**src/lspg_pkg.sv**
```systemverilog
`timescale 1ns / 1ps
// Shared types, register codes and the color wheel for the LED strip pattern generator.
// Has no dependencies; every other file imports it.
package lspg_pkg;

  // Default strip length.
  localparam int unsigned STRIP_LEN_DEFAULT = 300;

  // Configuration register indexes.
  localparam logic [1:0] REG_MODE        = 2'd0;
  localparam logic [1:0] REG_COLOR_ONE   = 2'd1;
  localparam logic [1:0] REG_ANIM_DELAY  = 2'd2;

  // Reset values of the configuration registers.
  localparam logic [23:0] COLOR_ONE_RESET  = 24'hFF0000;
  localparam logic [15:0] ANIM_DELAY_RESET = 16'd250;

  // Animation modes. The unused code renders as random swipe.
  typedef enum logic [2:0] {
    MODE_SOLID         = 3'd0,
    MODE_SWIPE         = 3'd1,
    MODE_RAINBOW_CYCLE = 3'd2,
    MODE_RAINBOW       = 3'd3,
    MODE_CHASE_RAINBOW = 3'd4,
    MODE_CHASE         = 3'd5,
    MODE_RANDOM_SWIPE  = 3'd6
  } mode_e;

  // What the write sweep of the pixel store is doing.
  typedef enum logic [1:0] {
    SWEEP_INIT  = 2'd0,
    SWEEP_CLEAR = 2'd1,
    SWEEP_DRAW  = 2'd2
  } sweep_e;

  // Controller states.
  typedef enum logic [2:0] {
    ST_INIT    = 3'd0,
    ST_IDLE    = 3'd1,
    ST_DECIDE  = 3'd2,
    ST_CLEAR   = 3'd3,
    ST_DRAW    = 3'd4,
    ST_RESPOND = 3'd5
  } state_e;

  // Input item.
  typedef struct packed {
    logic        cmd;
    logic [8:0]  pixel_index;
    logic [23:0] random_color;
  } in_item_t;

  // Result item.
  typedef struct packed {
    logic [23:0] pixel_color;
    logic        frame_rendered;
  } out_item_t;

  // Commands from the controller to the datapath.
  typedef struct packed {
    logic   accept;
    logic   read_en;
    logic   sweep_start;
    sweep_e sweep_kind;
    logic   sweep_step;
    logic   out_load;
  } ctrl_t;

  // Status from the datapath to the controller.
  typedef struct packed {
    logic is_read;
    logic frame;
    logic clear_pending;
    logic sweep_last;
    logic out_free;
  } stat_t;

  // 256-step color wheel, packed red, green, blue.
  function automatic logic [23:0] wheel(input logic [7:0] pos);
    logic [7:0] w;
    logic [7:0] t;
    logic [23:0] rgb;
    w = 8'd255 - pos;
    if (w < 8'd85) begin
      t   = w + {w[6:0], 1'b0};
      rgb = {8'd255 - t, 8'd0, t};
    end else if (w < 8'd170) begin
      w   = w - 8'd85;
      t   = w + {w[6:0], 1'b0};
      rgb = {8'd0, t, 8'd255 - t};
    end else begin
      w   = w - 8'd170;
      t   = w + {w[6:0], 1'b0};
      rgb = {t, 8'd255 - t, 8'd0};
    end
    return rgb;
  endfunction

endpackage

```
**src/lspg_ctrl.sv**
```systemverilog
`timescale 1ns / 1ps
// Controller state machine of the LED strip pattern generator.
// Depends on lspg_pkg for the state, command and status types.
module lspg_ctrl import lspg_pkg::*; (
  input  logic  clk_i,
  input  logic  rst_ni,
  input  logic  in_valid_i,
  output logic  in_stall_o,
  input  stat_t stat_i,
  output ctrl_t ctrl_o
);

  state_e state_q, state_d;

  // State register.
  always_ff @(posedge clk_i or negedge rst_ni) begin
    if (!rst_ni) begin
      state_q <= ST_INIT;
    end else begin
      state_q <= state_d;
    end
  end

  // Next state.
  always_comb begin
    state_d = state_q;
    unique case (state_q)
      ST_INIT: begin
        if (stat_i.sweep_last) state_d = ST_IDLE;
      end
      ST_IDLE: begin
        if (in_valid_i) state_d = ST_DECIDE;
      end
      ST_DECIDE: begin
        if (stat_i.is_read || !stat_i.frame) begin
          state_d = ST_RESPOND;
        end else if (stat_i.clear_pending) begin
          state_d = ST_CLEAR;
        end else begin
          state_d = ST_DRAW;
        end
      end
      ST_CLEAR: begin
        if (stat_i.sweep_last) state_d = ST_DRAW;
      end
      ST_DRAW: begin
        if (stat_i.sweep_last) state_d = ST_RESPOND;
      end
      ST_RESPOND: begin
        if (stat_i.out_free) state_d = ST_IDLE;
      end
      default: state_d = ST_INIT;
    endcase
  end

  // Command outputs.
  always_comb begin
    ctrl_o            = '0;
    ctrl_o.sweep_kind = SWEEP_DRAW;
    in_stall_o        = 1'b1;
    unique case (state_q)
      ST_INIT: begin
        ctrl_o.sweep_step = 1'b1;
      end
      ST_IDLE: begin
        in_stall_o    = 1'b0;
        ctrl_o.accept = in_valid_i;
      end
      ST_DECIDE: begin
        if (stat_i.is_read) begin
          ctrl_o.read_en = 1'b1;
        end else if (stat_i.frame) begin
          ctrl_o.sweep_start = 1'b1;
          ctrl_o.sweep_kind  = stat_i.clear_pending ? SWEEP_CLEAR : SWEEP_DRAW;
        end
      end
      ST_CLEAR: begin
        ctrl_o.sweep_step = 1'b1;
        // The draw sweep starts as soon as the last cleared pixel is written.
        if (stat_i.sweep_last) begin
          ctrl_o.sweep_start = 1'b1;
          ctrl_o.sweep_kind  = SWEEP_DRAW;
        end
      end
      ST_DRAW: begin
        ctrl_o.sweep_step = 1'b1;
      end
      ST_RESPOND: begin
        ctrl_o.out_load = stat_i.out_free;
      end
      default: ;
    endcase
  end

endmodule

```
**config.mk**
```make
export PLATFORM = sky130hd
export DESIGN_NAME = lspg_ctrl
export DESIGN_NICKNAME = d
export VERILOG_FILES = /design/src/lspg_pkg.sv /design/src/lspg_ctrl.sv
export SDC_FILE = /design/constraint.sdc
export NUM_CORES = 1
export LEC_CHECK = 0
export ABC_AREA = 1
export BUFFER_PORTS_ARGS = -buffer_cell sky130_fd_sc_hd__buf_4
export CAP_MARGIN = 0
export CELL_PAD_IN_SITES_DETAIL_PLACEMENT = 0
export CELL_PAD_IN_SITES_GLOBAL_PLACEMENT = 1
export CORE_AREA = 3 3 40 42
export CTS_CLUSTER_DIAMETER = 120
export DETAILED_ROUTE_END_ITERATION = 6
export DIE_AREA = 0 0 43 45
export PLACE_DENSITY_LB_ADDON = 0.1
export SLEW_MARGIN = 15
export SYNTH_ARGS = -nofsm -noshare
export SYNTH_HDL_FRONTEND = slang
export SYNTH_SLANG_ARGS = --single-unit
export TNS_END_PERCENT = 5
```
**constraint.sdc**
```tcl
create_clock -name clk_i -period 2.9 [get_ports clk_i]
set_input_delay 0.435 -clock clk_i [delete_from_list [all_inputs] [get_ports clk_i]]
set_output_delay 0.435 -clock clk_i [all_outputs]
set_load 0.01 [all_outputs]
```
== Word-level counts from Yosys, hierarchy flattened ==
Cells that the tools add are included.
Word-level totals
  register bits after elaboration: 3
  bits in latches: 0
  bits in writable memories: 0
  memory bits (read-only): 0
  input port bits: 8
  output and inout port bits: 8
  memories: 0
Operators by class
  add/subtract/negate cells: 0
  $mul: 0
  div/mod/pow operators: 0
  magnitude comparators: 0
  equal/unequal tests: 10
  shift operators: 0
  muxes and demuxes: 19
  bitwise operators: 0
  reductions and logical operators: 5
Operators with widths (count)
  3-bit 2-to-1 mux: 10
  3-bit case mux with 6 select lines: 1
  2-bit inequality test (second input constant): 5
  3-bit by 2-bit equality test with 1-bit output (second input constant): 2
  3-bit equality test (second input constant): 2
  1-bit 2-to-1 mux: 6
  3-bit case mux with 2 select lines: 1
  5-bit AND reduction: 1
  3-bit by 1-bit equality test with 1-bit output (second input constant): 1
  3-bit zero test: 1
  3-bit OR reduction: 1
  2-bit 2-to-1 mux: 1
  1-bit zero test: 1
  1-bit logical OR: 1

== Logic depth before layout (Yosys ltp) ==
Gate-level depths: netlist (run 1).
  depth after elaboration: 4
  mapped depth: 8
  gate-level depth less buffers: 7

== Worst setup path after synthesis (run 1) ==
No wires, ideal clock.
  kind: flip-flop to output port
  start point: register state_q[2]
  end point: output port ctrl_o[4] (netlist bit)
  data arrival time: 0.867 ns
  required time: 2.465 ns
  slack: 1.598 ns
  stages on the path, launching flop included: 6
  buffers on the path: 0
  cells stage by stage: dfrtp_1 > inv_2 > nand2_2 > nor2_4 > nand3_1 > o21ai_0
RTL lines
  from (decl): line lspg_ctrl.sv:13  | state_e state_q, state_d;
  from (signal assigned): line lspg_ctrl.sv:20  | state_q <= state_d;
  to (decl): line lspg_ctrl.sv:10  | output ctrl_t ctrl_o

==> results.json, run 1 <==
{
  "run_status": "finished, final reports clean",
  "cts.hold.buffers_added": 1,
  "flip_flop_count_of_the_largest_register_all_copies_and_words_added": 3,
  "gp_congestion": 0.750,
  "synthArstFlopShare_pct": 100,
  "tritoncts_num_sinks": 3,
  "crit_path_cell_trace": "nand3_2, o21ai_0, buf_4",
  "synth.ff_latch_count": 3,
  "period_minus_slack_ns": 1.72,
  "tritoncts_clock_tree": "yes",
  "grt_antenna_before_repair": 0,
  "synthTopCellsByCount": "nand3_1, nand2_1, inv_1",
  "power.share.sequential_pct": 24.8,
  "finalHoldWorstSlack_ns": 0.510,
  "io-pin-count": 16,
  "synth_area_leaders": "dfrtp_1, nand3_1, nand2_1",
  "die_x_um": 43,
  "reg2reg_depth": 7,
  "power_per_cell_area_nw_per_um2": 861,
  "cts_repair_resize_count": 0,
  "rows": 13,
  "worstReg2RegStart": "state_q[0]",
  "synth_flop_cell": "dfrtp_1",
  "h-tree-depth": 1,
  "tightest_slew_ns": 0.397,
  "netlist_instances": 53,
  "drtAntennaViolNets": 0,
  "avgViaCountPerCell": 4.32,
  "crit_path_end_kind": "output pin",
  "skew_ns": 0.000431,
  "count_of_flip_flops_with_a_built_in_enable_after_synthesis": 0,
  "crit_path_max_incr_delay_ns": 0.57,
  "p_leak_nw": 0.280,
  "wirelength_um": 838,
  "post_dp_cell_area_um2": 448,
  "crit_path_launch_type": "flop",
  "detail_route.first_pass.iterations": 2,
  "synth-seq-area-share_pct": 22.9,
  "wl_per_cell_um": 9.63,
  "final_hold_vio_count": 0,
  "crit_type": "flop to output pin",
  "core-area_um2": 1280,
  "switching_power_mw": 0.199,
  "largest-register": "state_q",
  "start_util_pct": 25.5,
  "hold-path-endpoint": "state_q[2]",
  "synth_cell_type_count": 15,
  "report.final.slew_viol_count": 0,
  "drt_drc_violations_left": 0,
  "fillerInstances": 153,
  "timing.hold.worst_path_depth": 4,
  "rr_endpoint": "state_q[0]",
  "grt_pass1_wl_um": 1300,
  "cp_data_arrival_time_ns": 1.28,
  "buffer_ports.inserted": 15,
  "final.period_utilization_pct": 59.2,
  "largest_registers": "state_q x3",
  "synth_warn": 0,
  "path_clk_slew_ns": 0.04,
  "final-setup-viol-count": 0,
  "synth_most_common_cell": "nand3_1",
  "drt_iter0_markers": 3,
  "avgSynthCellArea_um2": 6.19,
  "layout-area-overhead-vs-synth_pct": 47.7,
  "nets": 81,
  "dieArea_um2": 1940,
  "cts_root_buf": "clkbuf_4",
  "power.internal_mw": 0.218,
  "syn_nets": 61,
  "critical-path-slowest-cell": "dfrtp_1",
  "hold_path_startpoint": "stat_i[1]",
  "cts_buffers": 3,
  "global_route.usage.total_pct": 9.08,
  "achievable-frequency_mhz": 582,
  "rsz0062_at_grt": "no",
  "worst-endpoint-required_ns": 2.47,
  "power_frac_comb_pct": 58.2,
  "grt_start_max_net_pins": 11,
  "cts.path.max_buffers": 2,
  "route.vias.total": 376,
  "setup_total_negative_slack_ns": 0,
  "critical_path.max_fanout": 10,
  "synth_top_cell_area_share_pct": 22.9,
  "library_cell_with_the_largest_summed_area_after_synthesis": "dfrtp_1",
  "timing.reg2reg.setup_slack_ns": 1.66,
  "hold_path_class": "primary input to flop",
  "stdcell_area_um2": 484,
  "chipHeight_um": 45,
  "place_inst": 82,
  "layout-drive-gt1-share_pct": 38.9,
  "cts.repair_timing.setup_buffer_count": 0,
  "irDropWorstVdd_mv": 0.276,
  "clock_latency_ns": 0.23,
  "insertedDiodeCount": 0,
  "timing.max_slew.rel_slack_pct": 73.5,
  "place.detailed.hpwl_um": 702,
  "number_of_global_route_vias_before_repair": 330,
  "power.switching_fraction_pct": 47.8,
  "share_clk_of_total_power_pct": 17.0,
  "gr-total-overflow": 0,
  "drv_cap": 0,
  "mappedNetlistArea_um2": 328,
  "finalNonFillerCells": 87
}
cells in the final DEF (no fill, tap or decap):
cell	netlist	layout
nor2_1	6	6
nand4_1	2	2
nand3_1	10	10
nand3_2	2	2
clkbuf_4	0	3
nor2_4	1	1
o21ai_0	2	2
clkbuf_1	0	1
nand2_1	9	9
nor2_2	1	1
nand3b_1	1	1
dlygate4sd3_1	0	1
nand2_2	4	4
inv_1	8	8
nor3_1	1	1
buf_4	0	15
inv_2	2	2
dfrtp_1	3	3
power groups by stage:
stage	Sequential (mW)	Combinational [mW]	Clock, mW
2_1_floorplan	0.0760	0.201	0
3_3_place_gp	0.103	0.251	0
3_5_place_dp	0.104	0.245	0
4_1_cts	0.103	0.247	0.0737
5_1_grt	0.107	0.270	0.0775
6_report	0.103	0.243	0.0709
cells by family (layout without fill, tap and decap cells):
kind of cell           after synthesis  after routing  synth area share (%)
DFF                                  3              3                  22.9
and+or+nand+nor                     37             37                  59.2
AOI/OAI and AO/OA                    2              2                  3.05
buffers and inverters               11             30                  14.9
layer usage:
metal | vias up | routed length [um] | GRT usage [%] | part of all wire [%]
met4 | 0 | 0 | 3.61 | 0
li1 | 208 | - | - | -
met3 | 0 | 64 | 2.79 | 7.6
met2 | 12 | 365 | 15.0 | 44
met1 | 156 | 407 | 11.1 | 49
met5 | - | 0 | 0 | 0
worst max path at each step:
stage               startpoint         to  slack (ns)  cells after the start
global placement     stat_i[4]  ctrl_o[2]        1.43                      7
floorplan           state_q[2]  ctrl_o[4]        1.60                      5
finish              state_q[0]  ctrl_o[4]        1.18                      3
global route        state_q[2]  ctrl_o[4]        1.12                      6
detailed placement  state_q[0]  ctrl_o[4]        1.40                      3
CTS                 state_q[0]  ctrl_o[4]        1.16                      3
critical path: cells and delay by family, from the launching register on:
kind / cells / cell delay (ns)
buffers and inverters: 1 / 0.14
AO/OA/AOI/OAI: 1 / 0.17
AND/OR/NAND/NOR: 1 / 0.17
flip-flops: 1 / 0.57
layout make-up:
cell class / count / area (um2) / area share, %
Multi-Input combinational cell: 39 / 204 / 42.1
Sequential cell: 3 / 75.1 / 15.5
Tap cell: 15 / 18.8 / 3.88
Inverter: 10 / 37.5 / 7.75
Timing Repair Buffer: 16 / 123 / 25.3
Clock buffer: 4 / 26.3 / 5.43
through the flow:
stage	utilization (%)	setup WS (ns)	power [mW]
final	37.7	1.18	0.417
after global placement	34.9	1.43	0.354
after floorplan	-	1.60	0.277
after CTS	37.7	1.16	0.425
after global routing	37.7	1.12	0.455
after detailed placement	34.9	1.40	0.349
Note: power is estimated with default switching activity, not from simulation.
==> run 2, diff against run 1 <==
--- a/config.mk
+++ b/config.mk
@@ -10,10 +10,10 @@
 export CAP_MARGIN = 0
 export CELL_PAD_IN_SITES_DETAIL_PLACEMENT = 0
 export CELL_PAD_IN_SITES_GLOBAL_PLACEMENT = 1
-export CORE_AREA = 3 3 40 42
+export CORE_MARGIN = 3
+export CORE_UTILIZATION = 24
 export CTS_CLUSTER_DIAMETER = 120
 export DETAILED_ROUTE_END_ITERATION = 6
-export DIE_AREA = 0 0 43 45
 export PLACE_DENSITY_LB_ADDON = 0.1
 export SLEW_MARGIN = 15
 export SYNTH_ARGS = -nofsm -noshare
==> constraint.sdc (replaced) <==
create_clock -name clk_i -period 1.5 [get_ports clk_i]
set_input_delay 0.225 -clock clk_i [delete_from_list [all_inputs] [get_ports clk_i]]
set_output_delay 0.225 -clock clk_i [all_outputs]
set_load 0.01 [all_outputs]
==> run 2 against run 1 <==
Worst hold slack got worse by 0.24 ns. Routed wire length grew 5.8%. Register-to-register slack got worse by 1.3 ns. Clock power up 110%. Total power grew 110%. Critical path type unchanged.
==> results.json, run 2 (same netlist as run 1, synthesis figures left out) <==
{
  "hold_path_startpoint": "stat_i[1]",
  "irDropWorstVdd_mv": 0.682,
  "start_util_pct": 27.6,
  "top_layer_used": "met3",
  "largest-register": "state_q",
  "worstReg2RegStart": "state_q[1]",
  "detail_route.first_pass.iterations": 4,
  "buffer_ports.inserted": 15,
  "number_of_global_route_vias_before_repair": 336,
  "wl_per_cell_um": 9.97,
  "achievable-frequency_mhz": 690,
  "insertedDiodeCount": 0,
  "final.period_utilization_pct": 96.7,
  "h-tree-depth": 1,
  "worst-endpoint-required_ns": 1.27,
  "grt_start_max_net_pins": 11,
  "wl_met1_um": 397,
  "crit_path_cell_trace": "inv_2, nand2_4, nor2_4, nand3_2, o21ai_2, buf_4",
  "detailroute.wirelength.met3_um": 41,
  "critical_path.max_fanout": 4,
  "drt_iter0_markers": 4,
  "report.final.slew_viol_count": 0,
  "timing.hold.worst_path_depth": 4,
  "largest_registers": "state_q x3",
  "chipHeight_um": 43.0,
  "timing.reg2reg.setup_slack_ns": 0.33,
  "route.vias.total": 405,
  "clock_latency_ns": 0.24,
  "die_x_um": 43.0,
  "p_leak_nw": 0.297,
  "final-setup-viol-count": 0,
  "setup_total_negative_slack_ns": 0,
  "cts_root_buf": "clkbuf_4",
  "layout-area-overhead-vs-synth_pct": 60.3,
  "run_status": "finished, final reports clean",
  "layout_commonest_cell": "buf_4",
  "hold-path-endpoint": "state_q[2]",
  "gp_congestion": 0.789,
  "critical-path-slowest-cell": "dfrtp_1",
  "tightest_slew_ns": 0.238,
  "flip_flop_count_of_the_largest_register_all_copies_and_words_added": 3,
  "layout-drive-gt1-share_pct": 48.0,
  "grt_pass1_wl_um": 1390,
  "wirelength_um": 887,
  "tritoncts_clock_tree": "yes",
  "drt_drc_violations_left": 0,
  "cp_data_arrival_time_ns": 1.22,
  "nets": 84,
  "drv_cap": 0,
  "crit_type": "flop to output pin",
  "cts.path.max_buffers": 2,
  "fillerInstances": 130,
  "post_dp_cell_area_um2": 447,
  "timing.max_slew.rel_slack_pct": 84.1,
  "io-pin-count": 16,
  "critical_path.n_buffers_inverters": 2,
  "stdcell_area_um2": 526,
  "global_route.usage.total_pct": 9.97,
  "power_per_cell_area_nw_per_um2": 1690,
  "place.detailed.hpwl_um": 703,
  "crit_path_max_incr_delay_ns": 0.40,
  "cts_buffers": 3,
  "crit_family": "flip-flops",
  "gr-total-overflow": 0,
  "tritoncts_num_sinks": 3,
  "rr_endpoint": "state_q[0]",
  "crit_path_launch_type": "flop",
  "most_used_cells_in_the_layout_excluding_fill_and_tap_cells": "buf_4, nand3_1, nand2_1",
  "avgViaCountPerCell": 4.55,
  "wl_met2_um": 448,
  "crit_path_end_kind": "output pin",
  "final_hold_vio_count": 0,
  "reg2reg_depth": 6,
  "grt_antenna_before_repair": 0,
  "dieArea_um2": 1850,
  "path_clk_slew_ns": 0.04,
  "final_util_pct": 44.3,
  "period_minus_slack_ns": 1.45,
  "skew_ns": 0.00672,
  "core-area_um2": 1190,
  "hold_path_class": "primary input to flop",
  "drtAntennaViolNets": 0,
  "rows": 12
}
run 2: layout make-up:
type | count | area (um2) | share of cell area [%]
flip-flops and latches | 3 | 76.3 | 14.5
inverters | 10 | 37.5 | 7.14
multi-input cells | 39 | 223 | 42.4
clock buffers | 4 | 26.3 | 5.00
repair buffers | 19 | 145 | 27.6
well taps | 14 | 17.5 | 3.33
run 2: worst max path at each step:
| stage | start | endpoint | slack [ns] | depth (start not counted) |
|---|---|---|---|---|
| CTS | state_q[2] | ctrl_o[4] | 0.03 | 6 |
| detailed placement | state_q[0] | ctrl_o[4] | 0.20 | 3 |
| global placement | state_q[0] | state_q[2] | 0.21 | 5 |
| finish | state_q[2] | ctrl_o[4] | 0.05 | 6 |
| floorplan | state_q[2] | ctrl_o[4] | 0.41 | 5 |
| global route | state_q[2] | ctrl_o[4] | -0.03 | 6 |
run 2: where the power goes:
group / total, mW / switching, mW / internal [mW]
clock network: 0.147 / 0.0466 / 0.100
registers: 0.201 / 0.0794 / 0.121
logic: 0.538 / 0.291 / 0.247
total: 0.886 / 0.417 / 0.468
run 2: layer usage:
metal	GRT usage [%]	vias to the layer above
li1	-	212
met2	14.7	9
met5	0	-
met3	2.97	0
met4	5.42	0
met1	12.8	184
run 2: tightest hold or removal path: stages:
cell and delay [ns]:
buf_4 0.08, nor2_1 0.03, nor2_1 0.07, nand2_1 0.06
run 2: through the flow:
step / hold slack (ns) / setup slack [ns] / cells / total power, mW
2_1_floorplan: -0.0706 / 0.408 / 53 / 0.535
3_3_place_gp: 0.0208 / 0.210 / 81 / 0.678
3_5_place_dp: 0.0181 / 0.200 / 81 / 0.672
4_1_cts: 0.280 / 0.0253 / 86 / 0.826
5_1_grt: 0.324 / -0.0270 / 89 / 0.985
6_report: 0.274 / 0.0502 / 89 / 0.886
run 2: timing repair:
item,4_1_cts,5_1_grt
hold endpoints to repair,3,0
pin swaps,0,2
gates resized for setup,1,6
hold buffers,1,0
setup buffers,0,3
endpoints found under the setup margin,1,3
==> run 3, diff against run 2 <==
--- a/config.mk
+++ b/config.mk
@@ -5,15 +5,14 @@
 export SDC_FILE = /design/constraint.sdc
 export NUM_CORES = 1
 export LEC_CHECK = 0
-export ABC_AREA = 1
 export BUFFER_PORTS_ARGS = -buffer_cell sky130_fd_sc_hd__buf_4
 export CAP_MARGIN = 0
 export CELL_PAD_IN_SITES_DETAIL_PLACEMENT = 0
 export CELL_PAD_IN_SITES_GLOBAL_PLACEMENT = 1
-export CORE_MARGIN = 3
-export CORE_UTILIZATION = 24
+export CORE_AREA = 3 3 40 42
 export CTS_CLUSTER_DIAMETER = 120
 export DETAILED_ROUTE_END_ITERATION = 6
+export DIE_AREA = 0 0 43 45
 export PLACE_DENSITY_LB_ADDON = 0.1
 export SLEW_MARGIN = 15
 export SYNTH_ARGS = -nofsm -noshare
==> run 3 against run 2 <==
Setup slack worse by 0.034 ns. Sequential power about the same. Highest routed layer is now met4. Clock skew down 0.0035 ns. Sequential share of layout area up 2.6 points. Fmax down 2.3%.
==> results.json, run 3 <==
{
  "run_status": "finished, final reports clean",
  "number_of_global_route_vias_before_repair": 298,
  "count_of_flip_flops_with_a_built_in_enable_after_synthesis": 0,
  "power.share.sequential_pct": 25.1,
  "layout_commonest_cell": "buf_4",
  "synth_area_leaders": "dfrtp_1, and4_1, inv_1",
  "gp_congestion": 0.740,
  "finalHoldWorstSlack_ns": 0.290,
  "final.period_utilization_pct": 98.9,
  "tritoncts_num_sinks": 3,
  "cts_root_buf": "clkbuf_4",
  "rsz0062_at_grt": "yes",
  "synth_flop_cell": "dfrtp_1",
  "rr_endpoint": "state_q[0]",
  "die_x_um": 43,
  "avgViaCountPerCell": 4.64,
  "chipHeight_um": 45,
  "synthTopCellsByCount": "inv_1, dfrtp_1, nor2_1",
  "stdcell_area_um2": 454,
  "p_leak_nw": 0.214,
  "final-setup-viol-count": 0,
  "worstReg2RegStart": "state_q[1]",
  "crit_type": "flop to output pin",
  "post_dp_cell_area_um2": 395,
  "final_hold_vio_count": 0,
  "final_util_pct": 35.3,
  "flip_flop_count_of_the_largest_register_all_copies_and_words_added": 3,
  "layout-area-overhead-vs-synth_pct": 70.4,
  "cts_buffers": 3,
  "skew_ns": 0.00324,
  "route.vias.total": 320,
  "crit_path_end_kind": "output pin",
  "rows": 13,
  "cts.path.max_buffers": 2,
  "power_frac_comb_pct": 55.6,
  "insertedDiodeCount": 0,
  "achievable-frequency_mhz": 674,
  "power_per_cell_area_nw_per_um2": 1730,
  "largest_registers": "state_q x3",
  "hold_path_class": "primary input to flop",
  "crit_path_capture": "ctrl_o[2]",
  "mappedNetlistArea_um2": 267,
  "largest-register": "state_q",
  "setup_total_negative_slack_ns": 0,
  "period_minus_slack_ns": 1.48,
  "grt_start_max_net_pins": 11,
  "h-tree-depth": 1,
  "power.internal_mw": 0.463,
  "worst-endpoint-required_ns": 1.27,
  "irDropWorstVdd_mv": 0.760,
  "synth_most_common_cell": "inv_1",
  "synth-seq-area-share_pct": 28.2,
  "finalNonFillerCells": 69,
  "grt_pass1_wl_um": 1280,
  "gr-total-overflow": 0,
  "hold_path_startpoint": "stat_i[2]",
  "wl_per_cell_um": 11.7,
  "synth_warn": 0,
  "synth_cell_type_count": 20,
  "place.detailed.hpwl_um": 585,
  "detail_route.first_pass.iterations": 2,
  "avgSynthCellArea_um2": 7.84,
  "netlist_instances": 34,
  "drv_cap": 0,
  "share_clk_of_total_power_pct": 19.3,
  "cp_data_arrival_time_ns": 1.26,
  "synth.ff_latch_count": 3,
  "tritoncts_clock_tree": "yes",
  "crit_path_launch_type": "flop",
  "core-area_um2": 1280,
  "io-pin-count": 16,
  "critical_path.max_fanout": 4,
  "drt_iter0_markers": 3,
  "timing.max_slew.rel_slack_pct": 78.5,
  "most_used_cells_in_the_layout_excluding_fill_and_tap_cells": "buf_4, inv_1, nor2_1, clkbuf_4",
  "power.switching_fraction_pct": 41.2,
  "dieArea_um2": 1940,
  "global_route.usage.total_pct": 9.68,
  "nets": 63,
  "syn_nets": 42,
  "path_clk_slew_ns": 0.04,
  "place_inst": 63,
  "drtAntennaViolNets": 0,
  "reg2reg_depth": 3,
  "start_util_pct": 20.7,
  "wirelength_um": 807,
  "buffer_ports.inserted": 15,
  "tightest_slew_ns": 0.314,
  "clock_latency_ns": 0.24,
  "worst_setup_path_startpoint": "state_q[0]",
  "layout-drive-gt1-share_pct": 46.3,
  "timing.reg2reg.setup_slack_ns": 0.31,
  "drt_drc_violations_left": 0,
  "grt_antenna_before_repair": 0,
  "synth_top_cell_area_share_pct": 28.2,
  "synthArstFlopShare_pct": 100,
  "library_cell_with_the_largest_summed_area_after_synthesis": "dfrtp_1",
  "report.final.slew_viol_count": 0,
  "switching_power_mw": 0.324
}
run 3: cell types whose count changed after synthesis, sizes merged, moves of 2 or more:
cell,delta
nor2b,+2
nand3,-10
nand2,-12
inv,-6
nor3b,+2
a21oi,+2
and4,+2
nand4,-2
nor2,-5
run 3: cell families after synthesis:
group           after synthesis  share of synthesized area (%)
compound gates                8                           19.7
mux                           1                           3.76
simple gates                 16                           39.0
buf+inv                       6                           9.39
flops                         3                           28.2
run 3: worst max-delay path, stage by stage, from the launching register on:
cell and delay, ns:
dfrtp_2 0.42, and4bb_2 0.34, nand3_2 0.09, inv_1 0.06, buf_4 0.11
run 3: how the worst min path moves through the flow:
stage | end | cells after the start | slack, ns
final | state_q[0] | 3 | 0.29
after global routing | state_q[2] | 2 | 0.30
after CTS | state_q[0] | 3 | 0.29
after detailed placement | state_q[0] | 1 | 0.02
after global placement | state_q[0] | 1 | 0.02
after floorplan | state_q[0] | 0 | -0.07
run 3: repair_timing:
item                                    4_1_cts  5_1_grt
hold buffers                                  1        0
resized for setup                             2        3
setup buffers                                 1        0
cloned                                        0        0
endpoints found under the setup margin        3        3
hold endpoints to repair                      3        0
pin swaps                                     1        1
run 3: layout make-up:
class | instances | area (um2)
flip-flops and latches | 3 | 77.6
clock buffers | 4 | 26.3
inverters | 4 | 15.0
multi-input cells | 25 | 179
repair buffers | 18 | 138
fillers | 133 | 831
well taps | 15 | 18.8
run 3: per-stage QoR:
stage	total power, mW	worst slack (ns)
detailed placement	0.580	0.219
floorplan	0.414	0.275
finish	0.788	0.0162
global placement	0.584	0.223
CTS	0.764	-0.00389
global route	0.855	-0.0345
run 3: layer usage:
| metal | vias to the layer above | global-route usage [%] | routed length (um) | part of all wire (%) |
|---|---|---|---|---|
| li1 | 160 | - | - | - |
| met1 | 144 | 11.4 | 355 | 44 |
| met2 | 11 | 12.6 | 377 | 47 |
| met3 | 5 | 1.20 | 25 | 3.1 |
| met4 | 0 | 14.5 | 48 | 5.9 |
| met5 | - | 0 | 0 | 0 |
run 3: power by group through the flow:
stage / logic, mW / clock network (mW) / registers (mW)
2_1_floorplan: 0.276 / 0 / 0.138
3_3_place_gp: 0.396 / 0 / 0.188
3_5_place_dp: 0.392 / 0 / 0.188
4_1_cts: 0.425 / 0.155 / 0.184
5_1_grt: 0.485 / 0.167 / 0.203
6_report: 0.438 / 0.152 / 0.198
